File: config.mk
export PLATFORM = sky130hd
export DESIGN_NAME = capture_period_meter_with_history
export DESIGN_NICKNAME = d
export VERILOG_FILES = /design/src/rtl/cpm_pkg.sv /design/src/rtl/capture_period_meter_with_history.sv /design/src/rtl/cpm_outq.sv /design/src/rtl/cpm_ctrl.sv /design/src/rtl/cpm_dp.sv
export SDC_FILE = /design/constraint.sdc
export NUM_CORES = 1
export LEC_CHECK = 0
export ABC_AREA = 1
export BUFFER_PORTS_ARGS = -buffer_cell sky130_fd_sc_hd__buf_2
export CORE_MARGIN = 3
export CORE_UTILIZATION = 30
export DETAILED_ROUTE_END_ITERATION = 10
export PLACE_DENSITY = 0.5
export SYNTH_ARGS = -nofsm -noshare
export SYNTH_HDL_FRONTEND = slang
export SYNTH_SLANG_ARGS = --single-unit
File: constraint.sdc
create_clock -name clk_i -period 5.9 [get_ports clk_i]
set_input_delay 1.18 -clock clk_i [delete_from_list [all_inputs] [get_ports clk_i]]
set_output_delay 1.18 -clock clk_i [all_outputs]
set_load 0.02 [all_outputs]
File: src/rtl/cpm_pkg.sv
// Shared types and constants of the capture period meter.
// Used by cpm_ctrl, cpm_dp, cpm_outq and capture_period_meter_with_history.
package cpm_pkg;

  localparam int VAL_W   = 22;   // period and tolerance width
  localparam int OVF_W   = 6;    // overflow counter width
  localparam int CAP_W   = 16;   // captured timer count width
  localparam int IN_W    = 24;   // input tdata width
  localparam int OUT_W   = 48;   // output tdata width

  localparam logic [OVF_W-1:0] OVF_MAX     = 6'h3F;
  localparam logic [VAL_W-1:0] LIMIT_RESET = 22'd500;

  typedef enum logic [1:0] {
    CMD_TIMER  = 2'd0,
    CMD_POLL   = 2'd1,
    CMD_SELECT = 2'd2,
    CMD_NONE   = 2'd3
  } cpm_cmd_e;

  typedef enum logic [1:0] {
    ST_IDLE = 2'd0,
    ST_SORT = 2'd1,
    ST_SCAN = 2'd2
  } cpm_state_e;

  // Commands from the controller to the datapath
  typedef struct packed {
    logic load;        // input beat taken this cycle
    logic sort_en;     // one odd-even compare-swap phase
    logic sort_odd;    // phase works on odd pairs
    logic scan_en;     // rotate history by one and test the pair at its head
    logic scan_first;
    logic scan_last;
    logic push;        // write a result beat into the output queue
  } cpm_ctl_t;

endpackage

File: src/rtl/capture_period_meter_with_history.sv
// Capture period meter with history. For a timer event, a poll or the unused code,
// the result beat is queued at the accepting edge, behind any beats still waiting.
// A select is accepted, then runs the odd-even sort phases and the rotation steps
// of the neighbor scan; its result beat is queued on the last scan step.
// A two-entry result queue keeps input accepted while results wait, until it is full.
// Reset (rst_ni low, asynchronous) clears status, history, limit to 500.
module capture_period_meter_with_history import cpm_pkg::*; #(
  parameter int HISTORY_DEPTH = 4
) (
  input  logic             clk_i,
  input  logic             rst_ni,
  input  logic             s_axis_tvalid,
  output logic             s_axis_tready,
  // [0] overflow_event, [1] edge_event, [17:2] captured_count, [23:18] zero
  input  logic [IN_W-1:0]  s_axis_tdata,
  // [1:0] cmd
  input  logic [1:0]       s_axis_tuser,
  output logic             m_axis_tvalid,
  input  logic             m_axis_tready,
  // [0] restart_timer, [1] sample_ready, [23:2] period_value,
  // [45:24] selected_value, [47:46] zero
  output logic [OUT_W-1:0] m_axis_tdata,
  input  logic             cfg_we_i,
  input  logic [VAL_W-1:0] cfg_wdata_i
);

  cpm_ctl_t         ctl;
  cpm_cmd_e         cmd;
  logic             space;
  logic [OUT_W-1:0] result;

  assign cmd = cpm_cmd_e'(s_axis_tuser);

  cpm_ctrl #(
    .HISTORY_DEPTH(HISTORY_DEPTH)
  ) u_ctrl (
    .clk_i      (clk_i),
    .rst_ni     (rst_ni),
    .in_valid_i (s_axis_tvalid),
    .in_cmd_i   (cmd),
    .space_i    (space),
    .in_ready_o (s_axis_tready),
    .ctl_o      (ctl)
  );

  cpm_dp #(
    .HISTORY_DEPTH(HISTORY_DEPTH)
  ) u_dp (
    .clk_i            (clk_i),
    .rst_ni           (rst_ni),
    .ctl_i            (ctl),
    .cmd_i            (cmd),
    .overflow_event_i (s_axis_tdata[0]),
    .edge_event_i     (s_axis_tdata[1]),
    .captured_count_i (s_axis_tdata[17:2]),
    .cfg_we_i         (cfg_we_i),
    .cfg_wdata_i      (cfg_wdata_i),
    .result_o         (result)
  );

  cpm_outq u_outq (
    .clk_i           (clk_i),
    .rst_ni          (rst_ni),
    .push_i          (ctl.push),
    .push_data_i     (result),
    .space_o         (space),
    .m_axis_tvalid_o (m_axis_tvalid),
    .m_axis_tready_i (m_axis_tready),
    .m_axis_tdata_o  (m_axis_tdata)
  );

endmodule

File: src/rtl/cpm_outq.sv
// Two-entry result queue between the datapath and the output stream.
// Depends on cpm_pkg for the result width.
module cpm_outq import cpm_pkg::*; (
  input  logic             clk_i,
  input  logic             rst_ni,
  input  logic             push_i,
  input  logic [OUT_W-1:0] push_data_i,
  output logic             space_o,
  output logic             m_axis_tvalid_o,
  input  logic             m_axis_tready_i,
  output logic [OUT_W-1:0] m_axis_tdata_o
);

  logic [OUT_W-1:0] mem_q [2];
  logic [1:0]       count_q, count_d;
  logic             wr_ptr_q, rd_ptr_q;
  logic             pop;

  assign pop             = m_axis_tvalid_o && m_axis_tready_i;
  assign m_axis_tvalid_o = (count_q != 2'd0);
  assign m_axis_tdata_o  = mem_q[rd_ptr_q];
  assign space_o         = (count_q != 2'd2);

  always_comb begin
    count_d = count_q;
    if (push_i && !pop) begin
      count_d = count_q + 2'd1;
    end else if (pop && !push_i) begin
      count_d = count_q - 2'd1;
    end
  end

  always_ff @(posedge clk_i or negedge rst_ni) begin
    if (!rst_ni) begin
      count_q  <= 2'd0;
      wr_ptr_q <= 1'b0;
      rd_ptr_q <= 1'b0;
    end else begin
      count_q <= count_d;
      if (push_i) begin
        wr_ptr_q <= ~wr_ptr_q;
      end
      if (pop) begin
        rd_ptr_q <= ~rd_ptr_q;
      end
    end
  end

  always_ff @(posedge clk_i) begin
    if (push_i) begin
      mem_q[wr_ptr_q] <= push_data_i;
    end
  end

`ifndef ASSERT_OFF
  a_no_overrun: assert property (@(posedge clk_i) disable iff (!rst_ni)
    push_i && !pop |-> count_q != 2'd2)
    else $error("result pushed into a full queue");

  a_count_range: assert property (@(posedge clk_i) disable iff (!rst_ni)
    count_q != 2'd3)
    else $error("queue count out of range");

  a_push_grows: assert property (@(posedge clk_i) disable iff (!rst_ni)
    push_i && !pop |=> count_q == $past(count_q) + 2'd1)
    else $error("queue count did not follow push");
`endif

endmodule

File: src/rtl/cpm_ctrl.sv
// Controller of the capture period meter: accepts beats and sequences
// the sort and scan phases of a select. Depends on cpm_pkg.
module cpm_ctrl import cpm_pkg::*; #(
  parameter int HISTORY_DEPTH = 4
) (
  input  logic     clk_i,
  input  logic     rst_ni,
  input  logic     in_valid_i,
  input  cpm_cmd_e in_cmd_i,
  input  logic     space_i,
  output logic     in_ready_o,
  output cpm_ctl_t ctl_o
);

  localparam int CNT_W = $clog2(HISTORY_DEPTH);
  localparam logic [CNT_W-1:0] STEP_LAST = CNT_W'(HISTORY_DEPTH - 1);

  cpm_state_e       state_q, state_d;
  logic [CNT_W-1:0] step_q, step_d;
  logic             accept;

  always_ff @(posedge clk_i or negedge rst_ni) begin
    if (!rst_ni) begin
      state_q <= ST_IDLE;
      step_q  <= '0;
    end else begin
      state_q <= state_d;
      step_q  <= step_d;
    end
  end

  always_comb begin
    state_d    = state_q;
    step_d     = step_q;
    in_ready_o = 1'b0;
    accept     = 1'b0;
    ctl_o      = '0;
    case (state_q)
      ST_IDLE: begin
        in_ready_o = space_i;
        accept     = in_valid_i && space_i;
        ctl_o.load = accept;
        if (accept) begin
          if (in_cmd_i == CMD_SELECT) begin
            state_d = ST_SORT;
            step_d  = '0;
          end else begin
            ctl_o.push = 1'b1;
          end
        end
      end
      ST_SORT: begin
        ctl_o.sort_en  = 1'b1;
        ctl_o.sort_odd = step_q[0];
        if (step_q == STEP_LAST) begin
          state_d = ST_SCAN;
          step_d  = '0;
        end else begin
          step_d = step_q + 1'b1;
        end
      end
      ST_SCAN: begin
        ctl_o.scan_en    = 1'b1;
        ctl_o.scan_first = (step_q == '0);
        ctl_o.scan_last  = (step_q == STEP_LAST);
        if (step_q == STEP_LAST) begin
          // history is back in sorted order after a full rotation
          ctl_o.push = 1'b1;
          state_d    = ST_IDLE;
          step_d     = '0;
        end else begin
          step_d = step_q + 1'b1;
        end
      end
      default: begin
        state_d = ST_IDLE;
        step_d  = '0;
      end
    endcase
  end

endmodule

File: src/rtl/cpm_dp.sv
// Datapath of the capture period meter: measurement state, history ring,
// odd-even sort lanes and the rotating neighbor scan. Depends on cpm_pkg.
module cpm_dp import cpm_pkg::*; #(
  parameter int HISTORY_DEPTH = 4
) (
  input  logic             clk_i,
  input  logic             rst_ni,
  input  cpm_ctl_t         ctl_i,
  input  cpm_cmd_e         cmd_i,
  input  logic             overflow_event_i,
  input  logic             edge_event_i,
  input  logic [CAP_W-1:0] captured_count_i,
  input  logic             cfg_we_i,
  input  logic [VAL_W-1:0] cfg_wdata_i,
  output logic [OUT_W-1:0] result_o
);

  localparam int SLOT_W = $clog2(HISTORY_DEPTH);
  localparam logic [SLOT_W-1:0] SLOT_LAST = SLOT_W'(HISTORY_DEPTH - 1);

  logic [VAL_W-1:0]  limit_q;
  logic              done_q, done_d;
  logic              armed_q, armed_d;
  logic [OVF_W-1:0]  ovf_cnt_q, ovf_cnt_d;
  logic [CAP_W-1:0]  cap_q, cap_d;
  logic [SLOT_W-1:0] slot_q, slot_d;
  logic [VAL_W-1:0]  hist_q [HISTORY_DEPTH];
  logic [VAL_W-1:0]  hist_d [HISTORY_DEPTH];
  logic [VAL_W-1:0]  last_q, last_d;
  logic              found_q, found_d;
  logic [VAL_W-1:0]  sel_q, sel_d;
  logic [VAL_W-1:0]  max_q, max_d;

  logic              restart, ready;
  logic [VAL_W-1:0]  selected, sample, gap;
  logic              found_cur, hit;
  logic [VAL_W-1:0]  max_cur;

  always_comb begin
    done_d    = done_q;
    armed_d   = armed_q;
    ovf_cnt_d = ovf_cnt_q;
    cap_d     = cap_q;
    slot_d    = slot_q;
    last_d    = last_q;
    hist_d    = hist_q;
    found_d   = found_q;
    sel_d     = sel_q;
    max_d     = max_q;
    restart   = 1'b0;
    ready     = 1'b0;
    selected  = '0;
    sample    = {ovf_cnt_q, cap_q};

    found_cur = ctl_i.scan_first ? 1'b0 : found_q;
    max_cur   = ctl_i.scan_first ? hist_q[HISTORY_DEPTH-1] : max_q;
    gap       = hist_q[1] - hist_q[0];
    hit       = !ctl_i.scan_last && !found_cur && (hist_q[0] != '0) && (gap < limit_q);

    if (ctl_i.load) begin
      case (cmd_i)
        CMD_TIMER: begin
          if (!done_q) begin
            if (overflow_event_i && armed_q) begin
              if (ovf_cnt_q == OVF_MAX) begin
                done_d = 1'b1;
                cap_d  = '0;
              end else begin
                ovf_cnt_d = ovf_cnt_q + 1'b1;
              end
            end
            if (edge_event_i) begin
              if (armed_q) begin
                cap_d  = captured_count_i;
                done_d = 1'b1;
              end else begin
                restart   = 1'b1;
                ovf_cnt_d = '0;
                cap_d     = '0;
                armed_d   = 1'b1;
              end
            end
          end
        end
        CMD_POLL: begin
          if (done_q) begin
            // advance the ring pointer before the write
            slot_d         = (slot_q == SLOT_LAST) ? '0 : slot_q + 1'b1;
            hist_d[slot_d] = sample;
            last_d         = sample;
            done_d         = 1'b0;
            armed_d        = 1'b0;
            ovf_cnt_d      = '0;
            ready          = 1'b1;
          end
        end
        default: begin
        end
      endcase
    end

    if (ctl_i.sort_en) begin
      for (int k = 0; k < HISTORY_DEPTH - 1; k++) begin
        if (((k % 2) == 1) == ctl_i.sort_odd && hist_q[k] > hist_q[k+1]) begin
          hist_d[k]   = hist_q[k+1];
          hist_d[k+1] = hist_q[k];
        end
      end
    end

    if (ctl_i.scan_en) begin
      for (int k = 0; k < HISTORY_DEPTH - 1; k++) begin
        hist_d[k] = hist_q[k+1];
      end
      hist_d[HISTORY_DEPTH-1] = hist_q[0];
      found_d = found_cur || hit;
      max_d   = max_cur;
      if (hit) begin
        sel_d = hist_q[0];
      end
      selected = found_cur ? sel_q : max_cur;
    end
  end

  // result beat: restart, ready, period, selected, pad
  assign result_o = {2'b00, selected, last_d, ready, restart};

  always_ff @(posedge clk_i or negedge rst_ni) begin
    if (!rst_ni) begin
      limit_q   <= LIMIT_RESET;
      done_q    <= 1'b0;
      armed_q   <= 1'b0;
      ovf_cnt_q <= '0;
      cap_q     <= '0;
      slot_q    <= '0;
      last_q    <= '0;
      found_q   <= 1'b0;
      for (int k = 0; k < HISTORY_DEPTH; k++) begin
        hist_q[k] <= '0;
      end
    end else begin
      if (cfg_we_i) begin
        limit_q <= cfg_wdata_i;
      end
      done_q    <= done_d;
      armed_q   <= armed_d;
      ovf_cnt_q <= ovf_cnt_d;
      cap_q     <= cap_d;
      slot_q    <= slot_d;
      last_q    <= last_d;
      found_q   <= found_d;
      hist_q    <= hist_d;
    end
  end

  always_ff @(posedge clk_i) begin
    sel_q <= sel_d;
    max_q <= max_d;
  end

endmodule

=== Word level (Yosys, flattened, before mapping) ===
Memories as Yosys holds them, arrays and structs flattened.
Cells that the tools add are included.

* Flip-flop bits (word level): 211
* Bits in writable memories: 92
* Bits of input ports: 53
* Memories: 1

* Add/sub/neg operators: 6
* $lt $le $gt $ge: 6
* Eq/ne operators: 15
* Muxes and demuxes: 69
* Bitwise operators: 5
* Reduce and logical (&&, ||, !) cells: 35

{| class="wikitable"
|+ Memories
! memory !! depth !! bits a word !! read ports !! clocked after Yosys merged registers in !! wr ports !! line !! source
|-
| u_outq.mem_q || 2 || 46 || 1 || 0 || 1 || cpm_outq.sv:14 || <nowiki>logic [OUT_W-1:0] mem_q [2];</nowiki>
|}

{| class="wikitable"
|+ Operators by type and width
! cell !! count
|-
| $mux W88 || 5
|-
| $mux W22 || 7
|-
| $mux W44 || 3
|-
| $bwmux W88 || 1
|-
| $gt A22 B22 Y1 || 3
|-
| $mux W16 || 4
|-
| $demux W22 S2 || 1
|-
| $mux W6 || 6
|-
| $mux W1 || 24
|-
| $lt A22 B22 Y1 || 1
|-
| $mux W2 || 11
|-
| $reduce_bool A22 Y1 || 1
|-
| $sub A22 B22 Y22 || 1
|-
| $logic_and A1 B1 Y1 || 12
|-
| $pmux W6 S2 || 1
|-
| $ne A2 B1 Y1 const B || 5
|-
| $reduce_and A5 Y1 || 2
|-
| $reduce_bool A2 Y1 || 5
|-
| $eq A2 B2 Y1 const B || 4
|-
| $reduce_and A4 Y1 || 2
|-
| $add A2 B1 Y2 const B || 3
|-
| $add A6 B1 Y6 const B || 1
|-
| $eq A6 B6 Y1 const B || 1
|-
| $logic_not A2 Y1 || 3
|-
| 16 further kinds || 29
|}

=== Longest topological paths before layout ===
Gate-level depths: netlist of run 1.

* Word-level depth: 16
* Depth in mapped cells: 22
* Depth with buffers taken out: 22

=== Hierarchy ===
A second synthesis of run 1 with hierarchy kept.

* Cell total of the unflattened synthesis: 2288
* Area total of the unflattened synthesis: 17772.0 sq um

{| class="wikitable"
|+ Modules (own cells, without submodules)
! module !! times used !! cells each !! area an instance (sq um)
|-
| cpm_dp || 1 || 1961 || 13703.1
|-
| cpm_outq || 1 || 279 || 3713.6
|-
| cpm_ctrl || 1 || 48 || 355.3
|}

=== Least setup slack after synthesis of run 1 ===
Ideal clock, no wire load.

* Path type: reg-to-reg
* From: register u_ctrl.state_q[0]
* To: memory u_outq.mem_q[1][0] (netlist name) (enable)
* Arrival: 3.695 ns
* Data required time: 5.449 ns
* Slack: 1.754 ns
* Stages on the path, launching flop included: 8
* Buffers on the path: 1
* Cell sequence: dfrtp_1 > inv_1 > ha_1 > clkbuf_1 > nand2_1 > o31ai_1 > inv_1 > nor2_1

* Longest elaborated chain between the ends: 4
* Elaborated cells on any way between the ends: 5
* Those cells by class: eq/ne (1); mux (3); reduce/logical (1)

{| class="wikitable"
|+ RTL lines
! what !! line !! source
|-
| start: declaration || cpm_ctrl.sv:18 || <nowiki>cpm_state_e state_q, state_d;</nowiki>
|-
| start signal: assignment || cpm_ctrl.sv:27 || <nowiki>state_q <= state_d;</nowiki>
|-
| $eq A2 B2 Y1 or $logic_not A2 Y1 (tied branches) || cpm_ctrl.sv:38 || <nowiki>case (state_q)</nowiki>
|-
| $pmux W1 S2 (*) || cpm_ctrl.sv:38 ||
|-
| net u_outq.push_i || cpm_outq.sv:6 || <nowiki>input logic push_i,</nowiki>
|-
| $mux W1 (*) || cpm_outq.sv:50 || <nowiki>if (push_i) begin</nowiki>
|-
| $mux W1 (implied by the code) (*) || cpm_outq.sv:51 || <nowiki>mem_q[wr_ptr_q] <= push_data_i;</nowiki>
|-
| end: declaration || cpm_outq.sv:14 ||
|}

Mark *: on every way through the listed nets, which the timed path passes. The rest lies on a longest branch.

=== Worst setup path after layout of run 1 ===
* From: register u_dp.hist_q[68] (netlist name)
* To: register u_dp.sel_q[10] (enable)

* Longest elaborated chain between the ends: 4
* Elaborated cells on any way between the ends: 6
* Those cells by class: add/sub (1); order compare (1); reduce/logical (4)

{| class="wikitable"
|+ RTL lines
! what !! line !! source
|-
| start: declaration || cpm_dp.sv:27 || <nowiki>logic [VAL_W-1:0] hist_q [HISTORY_DEPTH];</nowiki>
|-
| start signal: assignment || cpm_dp.sv:152 || <nowiki>hist_q <= hist_d;</nowiki>
|-
| $sub A22 B22 Y22 or $reduce_bool A22 Y1 (tied branches) || cpm_dp.sv:57, cpm_dp.sv:58 ||
|-
| $lt A22 B22 Y1 or $logic_and A1 B1 Y1 (tied branches) || cpm_dp.sv:58 || <nowiki>hit = !ctl_i.scan_last && !found_cur && (hist_q[0] != '0) && (gap < limit_q);</nowiki>
|-
| $logic_and A1 B1 Y1 (*) || cpm_dp.sv:58 ||
|-
| $reduce_and A2 Y1 (no source line) (*) || - ||
|-
| end signal: assignment || cpm_dp.sv:157 || <nowiki>sel_q <= sel_d;</nowiki>
|-
| end: declaration || cpm_dp.sv:31 || <nowiki>logic [VAL_W-1:0] sel_q, sel_d;</nowiki>
|}

Mark *: on every way between the ends. The rest lies on a longest branch, timed or not.
A chain may end at the register's enable or synchronous reset.

==> flow_summary.yaml, run 1 <==
outcome:
  outcome: "finished, final reports clean"
synthesis:
  yosysUniqueCellTypes: 46
  synth.top_cells.by_count: "nand2_1, inv_1, nand3_1, o21ai_0, dfrtp_1"
  synth.ff_latch_count: 303
  yosys_warnings: 0
  avgSynthCellArea_um2: 7.764
  synth_ff_type: "dfrtp_1"
  yosysMostFrequentCell: "nand2_1"
  netlist_area_um2: 17960
  synth_top_cell_area_share_pct: 22.74
  yosys.area.top_type: "edfxtp_1"
  syn-instance-count: 2313
  synth-edff-count: 136
  synth_area_leaders: "edfxtp_1, dfrtp_1, nand2_1, ha_1, inv_1"
  synth_seq_area_share_pct: 46.06
  ys_async_sr_fraction_pct: 55.12
sta:
  fin_setup_tns_ps: 0
  rsz0062_at_grt: "no"
  setup_violations: 0
  slew_viol_final: 0
  hold_viol_final: 0
  fin_skew_ps: 40.45
  worst_pin_slew_ps: 976.6
  fin_ws_ps: 1802
  period_needed_ps: 4098
  period_share_pct: 69.45
  max_freq_ghz: 0.2440
  slew_headroom_pct: 34.82
final_layout:
  layout.nets: 2520
  syn2layout_area_growth_pct: 13.78
  fin_util_pct: 34.55
  layout-drive-gt1-share_pct: 9.937
  antenna_cells: 0
  fillers: 6135
critical_path:
  end_kind: "register"
  critPathTopFamily: "compound AO/OA/AOI/OAI gates"
  cp_max_fo: 22
  cp_common_cell: "nand2_1"
  crit_buf_inv: 4
  crit_chain: "inv_1 > ha_1 > a21oi_1 > nand2_1 > a21boi_0 > inv_1 > nand2_1 > nand3_1 > xor2_1 > ha_1 > a211oi_1 > nand4_1 > a21oi_1 > nand2_1 > nor2_1 > nand2_1 > inv_1 > buf_4"
  arrival_ps: 4280
  slowest_stage: "a21boi_0"
  cpPeakStageDelay_ps: 540
  critPathLaunchType: "register"
  crit_required_ps: 6080
  critPathKind: "register to register"
clock_tree:
  cts_setup_buffers: 0
  tritoncts: "yes"
  hold_buffers: 0
  cts_resized: 0
  clk_latency_ps: 570
  cts_made_buffers: 38
  cts_root_buffer: "clkbuf_16"
  h-tree-depth: 2
  clk_pin_slew_worst_paths_ps: 60
  cts_sinks: 303
  clockBufferDepth: 3
job:
  drv_cap: 0
power:
  peakVddDrop_mv: 0.3334
  power.switching_uw: 6721
  swShare_pct: 49.54
  p_seq_share_pct: 27.7
  intPower_uw: 6846
  power_uw: 13570
  p_per_area_nw_per_um2: 664.0
  leakage_uw: 0.01022
  pwr-share-comb_pct: 54.8
  power_frac_clock_pct: 17.5
route:
  drtIter0Drc: 1467
  dr.pass1.iters: 6
  vias: 15650
  drt-total-wl_um: 57480
  drc: 0
  drtAntennaViolNets: 0
  wl_per_cell_um: 18.14
  avgViaCountPerCell: 4.939
floorplanning:
  dieWidth_um: 250.7
  row_count: 89
  coreArea_um2: 59130
  top_level_ports: 103
  die_height_um: 250.7
  start_util_pct: 30.37
  die-area_um2: 62830
global_route:
  grt_pass1_vias: 14940
  grt_pass1_wl_um: 88530
  grt-ovfl-total: 0
  grt_max_degree: 91
  antenna_found_initial: 0
  grtUsageTotal_pct: 18.05
min_path:
  hold_class: "register to register"
placed_design:
  gp_congestion: 0.8486
  dpl_worst_slack_ps: 1779
  port_buffers: 94
  hpwl_um: 38390
==> layer usage <==
layer / up-vias / global-route usage (%) / wire length [um]
met5: - / 0 / 0
met4: 0 / 5.901 / 1588
met3: 101 / 3.634 / 4553
met2: 570 / 26.70 / 24040
met1: 7383 / 26.30 / 27300
li1: 7593 / - / -
==> cell type report <==
class | instances | area, um2 | share of cell area [%]
sequential | 303 | 8270 | 40.48
timing repair buffer | 119 | 676.9 | 3.313
multi-input combinational | 1595 | 8083 | 39.56
tap | 773 | 967.2 | 4.734
clock buffer | 50 | 1047 | 5.126
clock inverter | 19 | 227.7 | 1.115
inverter | 309 | 1160 | 5.677
==> sequential cells by signal, summed over array words and instances (netlist names), 2 cells and up <==
register	flops
u_ctrl.step_q	2
u_dp.hist_q	88
u_dp.last_q	22
u_dp.max_q	22
u_dp.limit_q	22
u_ctrl.state_q	2
u_outq.count_q	2
u_dp.ovf_cnt_q	6
u_dp.cap_q	16
u_dp.sel_q	22
u_outq.mem_q	92
u_dp.slot_q	2
==> tightest hold or removal path, cell delays in order, from the launching register on <==
cell and delay (ps):
dfstp_2 350, inv_1 60, o21ai_0 70
==> logic make-up after synthesis <==
kind of cell | synth area share, %
simple gates | 25.56
buf+inv | 9.253
other cells | 0.02088
mux | 0.06270
xor+xnor | 1.073
flops | 46.06
compound gates | 10.90
fa+ha+maj | 7.079
==> per-stage QoR <==
stage | hold slack (ps) | instances | area [um2]
after floorplan | 465.3 | 2314 | 17960
after CTS | 503.5 | 3168 | 20430
after global placement | 485.2 | 3099 | 19160
after detailed placement | 496.6 | 3099 | 19160
after global routing | 539.0 | 3168 | 20430
final | 497.9 | 3168 | 20430
==> placed cells by master, fill, tap and decap left out, types with 39 or more instances in the layout <==
cell type,instances
o21ai_1,46
nor2_1,77
o21ai_0,173
a21oi_1,99
nand2_1,766
buf_2,93
nand3_1,197
edfxtp_1,136
inv_1,306
dfrtp_1,161
clkbuf_16,39
ha_1,99
==> power by group through the flow <==
stage | registers [uW] | logic [uW] | clock network [uW]
2_1_floorplan | 3530 | 5200 | 0
3_3_place_gp | 3750 | 7220 | 0
3_5_place_dp | 3770 | 7380 | 0
4_1_cts | 3730 | 7420 | 2450
5_1_grt | 3830 | 8380 | 2530
6_report | 3750 | 7440 | 2380
==> final timing paths <==
kind                                       from               end  slack, ps  depth (start not counted)
worst max-delay path            u_dp.hist_q[68]    u_dp.sel_q[10]       1800                         18
worst min-delay path            u_dp.limit_q[4]   u_dp.limit_q[4]        500                          2
worst max register to register  u_dp.hist_q[68]    u_dp.sel_q[10]       1800                         18
worst min register to register  u_dp.limit_q[4]   u_dp.limit_q[4]        500                          2
max in group asynchronous                rst_ni    u_dp.last_q[8]       4150                          2
min in group asynchronous                rst_ni  u_dp.limit_q[20]        650                          1
No activity file was read; power rests on OpenSTA's default activity.
==> run 2: changes to the inputs <==
==> constraint.sdc (replaced) <==
create_clock -name clk_i -period 4.1 [get_ports clk_i]
set_input_delay 0.82 -clock clk_i [delete_from_list [all_inputs] [get_ports clk_i]]
set_output_delay 0.82 -clock clk_i [all_outputs]
set_load 0.02 [all_outputs]
==> run 2 against run 1 <==
Worst hold slack got worse by 270 ps; cell area barely moved; non-clock buffer count rose by 15; count of clock-buffer cells in the layout fell by 5; power rose by 43%; combinational power rose by 45%; critical path type unchanged; largest cell class unchanged; largest power group unchanged.
==> flow_summary.yaml, run 2 (synthesized netlist as in run 1, its figures left out) <==
critical_path:
  end_kind: "register"
  crit_chain: "inv_1 > ha_1 > nand3b_1 > nand2_1 > a21boi_0 > buf_4 > o21ai_0 > xor2_1 > ha_1 > a21oi_1 > o21ai_0 > a21oi_1 > nand2_1 > nand2_1 > nand2_1 > inv_1 > buf_12"
  critPathTopFamily: "compound AO/OA/AOI/OAI gates"
  cp_common_cell: "nand2_1"
  crit_required_ps: 4330
  arrival_ps: 3920
  critPathLaunchType: "register"
  crit_buf_inv: 4
  cp_max_fo: 22
  critPathKind: "register to register"
  cpPeakStageDelay_ps: 450
  slowest_stage: "dfrtp_1"
sta:
  period_share_pct: 89.93
  slew_headroom_pct: 39.16
  fin_skew_ps: 17.87
  slew_viol_final: 0
  fin_ws_ps: 412.9
  fin_setup_tns_ps: 0
  setup_violations: 0
  rsz0062_at_grt: "no"
  period_needed_ps: 3687
  worst_pin_slew_ps: 912.7
  max_freq_ghz: 0.2712
  hold_viol_final: 0
global_route:
  antenna_found_initial: 0
  grt_pass1_wl_um: 89440
  grt_max_degree: 69
  grt-ovfl-total: 0
  grtUsageTotal_pct: 18.23
  grt_pass1_vias: 15010
clock_tree:
  cts_setup_buffers: 0
  cts_sinks: 303
  hold_buffers: 0
  tritoncts: "yes"
  cts_made_buffers: 37
  h-tree-depth: 2
  clk_pin_slew_worst_paths_ps: 60
  clk_latency_ps: 550
  clockBufferDepth: 3
  cts_root_buffer: "clkbuf_16"
  cts_resized: 0
route:
  drc: 0
  drtAntennaViolNets: 0
  dr.pass1.iters: 6
  drt-total-wl_um: 58040
  wl_per_cell_um: 18.25
  drtIter0Drc: 1161
  avgViaCountPerCell: 4.936
  vias: 15700
placed_design:
  port_buffers: 94
  gp_congestion: 0.8671
  dpl_worst_slack_ps: 440.3
  place_area_um2: 19260
  hpwl_um: 39930
floorplanning:
  dieWidth_um: 250.7
  top_level_ports: 103
  coreArea_um2: 59130
  die_height_um: 250.7
  row_count: 89
  die-area_um2: 62830
  start_util_pct: 30.37
power:
  peakVddDrop_mv: 0.3834
  leakage_uw: 0.01024
  p_per_area_nw_per_um2: 949.9
  power_uw: 19400
final_layout:
  reg_top3: "u_outq.mem_q x92, u_dp.hist_q x88"
  layout-drive-gt1-share_pct: 10.14
  syn2layout_area_growth_pct: 13.71
  fillers: 6176
  layout_common_cells: "nand2_1, inv_1, nand3_1, o21ai_0, dfrtp_1"
  antenna_cells: 0
  multiInputGateArea_um2: 8064
  layout.nets: 2534
  finalInstanceArea_um2: 20420
  registers.top_by_ff_count: "u_outq.mem_q"
  area.sequential_um2: 8270
  fin_util_pct: 34.53
  layout_commonest_cell: "nand2_1"
  largest_register_ffs: 92
outcome:
  outcome: "finished, final reports clean"
min_path:
  hold_class: "input port to async pin"
job:
  drv_cap: 0
[run 2: changes by cell type in the layout (fill, tap and decap cells not counted), moves of 2 or more]
cell       change
clkinv_1       +5
clkbuf_8       -2
clkbuf_16      -2
buf_4         +14
clkinv_8       -2
[run 2: layout make-up]
| cell class | count | area share, % |
|---|---|---|
| multi-input combinational | 1595 | 39.49 |
| tap | 773 | 4.737 |
| sequential | 303 | 40.50 |
| clock buffer | 45 | 4.731 |
| timing repair buffer | 134 | 3.928 |
| clock inverter | 21 | 0.9253 |
| inverter | 309 | 5.680 |
[run 2: report_power, final]
part	switching, uW	leakage, uW	total [uW]	internal (uW)
clock	1330	0.000564	3200	1870
combinational	7430	0.00635	10800	3340
sequential	839	0.00332	5430	4590
total	9590	0.0102	19400	9800
[run 2: worst paths after layout]
| kind | from | endpoint | slack, ps | cells past startpoint |
|---|---|---|---|---|
| worst max-delay path | u_dp.hist_q[68] | u_dp.sel_q[1] | 410 | 17 |
| worst min-delay path | rst_ni | u_dp.armed_q | 220 | 1 |
| worst max register to register | u_dp.hist_q[68] | u_dp.sel_q[1] | 410 | 17 |
| worst min register to register | u_dp.limit_q[5] | u_dp.limit_q[5] | 500 | 2 |
| max in group asynchronous | rst_ni | u_dp.last_q[12] | 2970 | 2 |
| min in group clk_i | cfg_wdata_i[12] | u_dp.limit_q[12] | 480 | 3 |
[run 2: worst register-to-register path, delay by kind of cell (launching register included)]
kind | cells | cell delay [ps]
compound gates | 5 | 950
simple gates | 5 | 490
buf+inv | 4 | 590
flops | 1 | 450
xor+xnor | 1 | 230
fa+ha+maj | 2 | 670
[run 2: through the flow]
stage          std cells  hold slack (ps)
2_1_floorplan       2314            465.3
5_1_grt             3180            241.2
3_5_place_dp        3114            494.0
3_3_place_gp        3114            485.6
4_1_cts             3180            230.1
6_report            3180            224.2
[run 2: per-layer routing]
layer  vias up  global-route usage [%]  wire length [um]
met5         -                       0                 0
met4         0                   5.818              1553
met1      7414                   26.61             27810
met2       555                   27.53             24710
met3        98                   2.949              3965
li1       7628                       -                 -
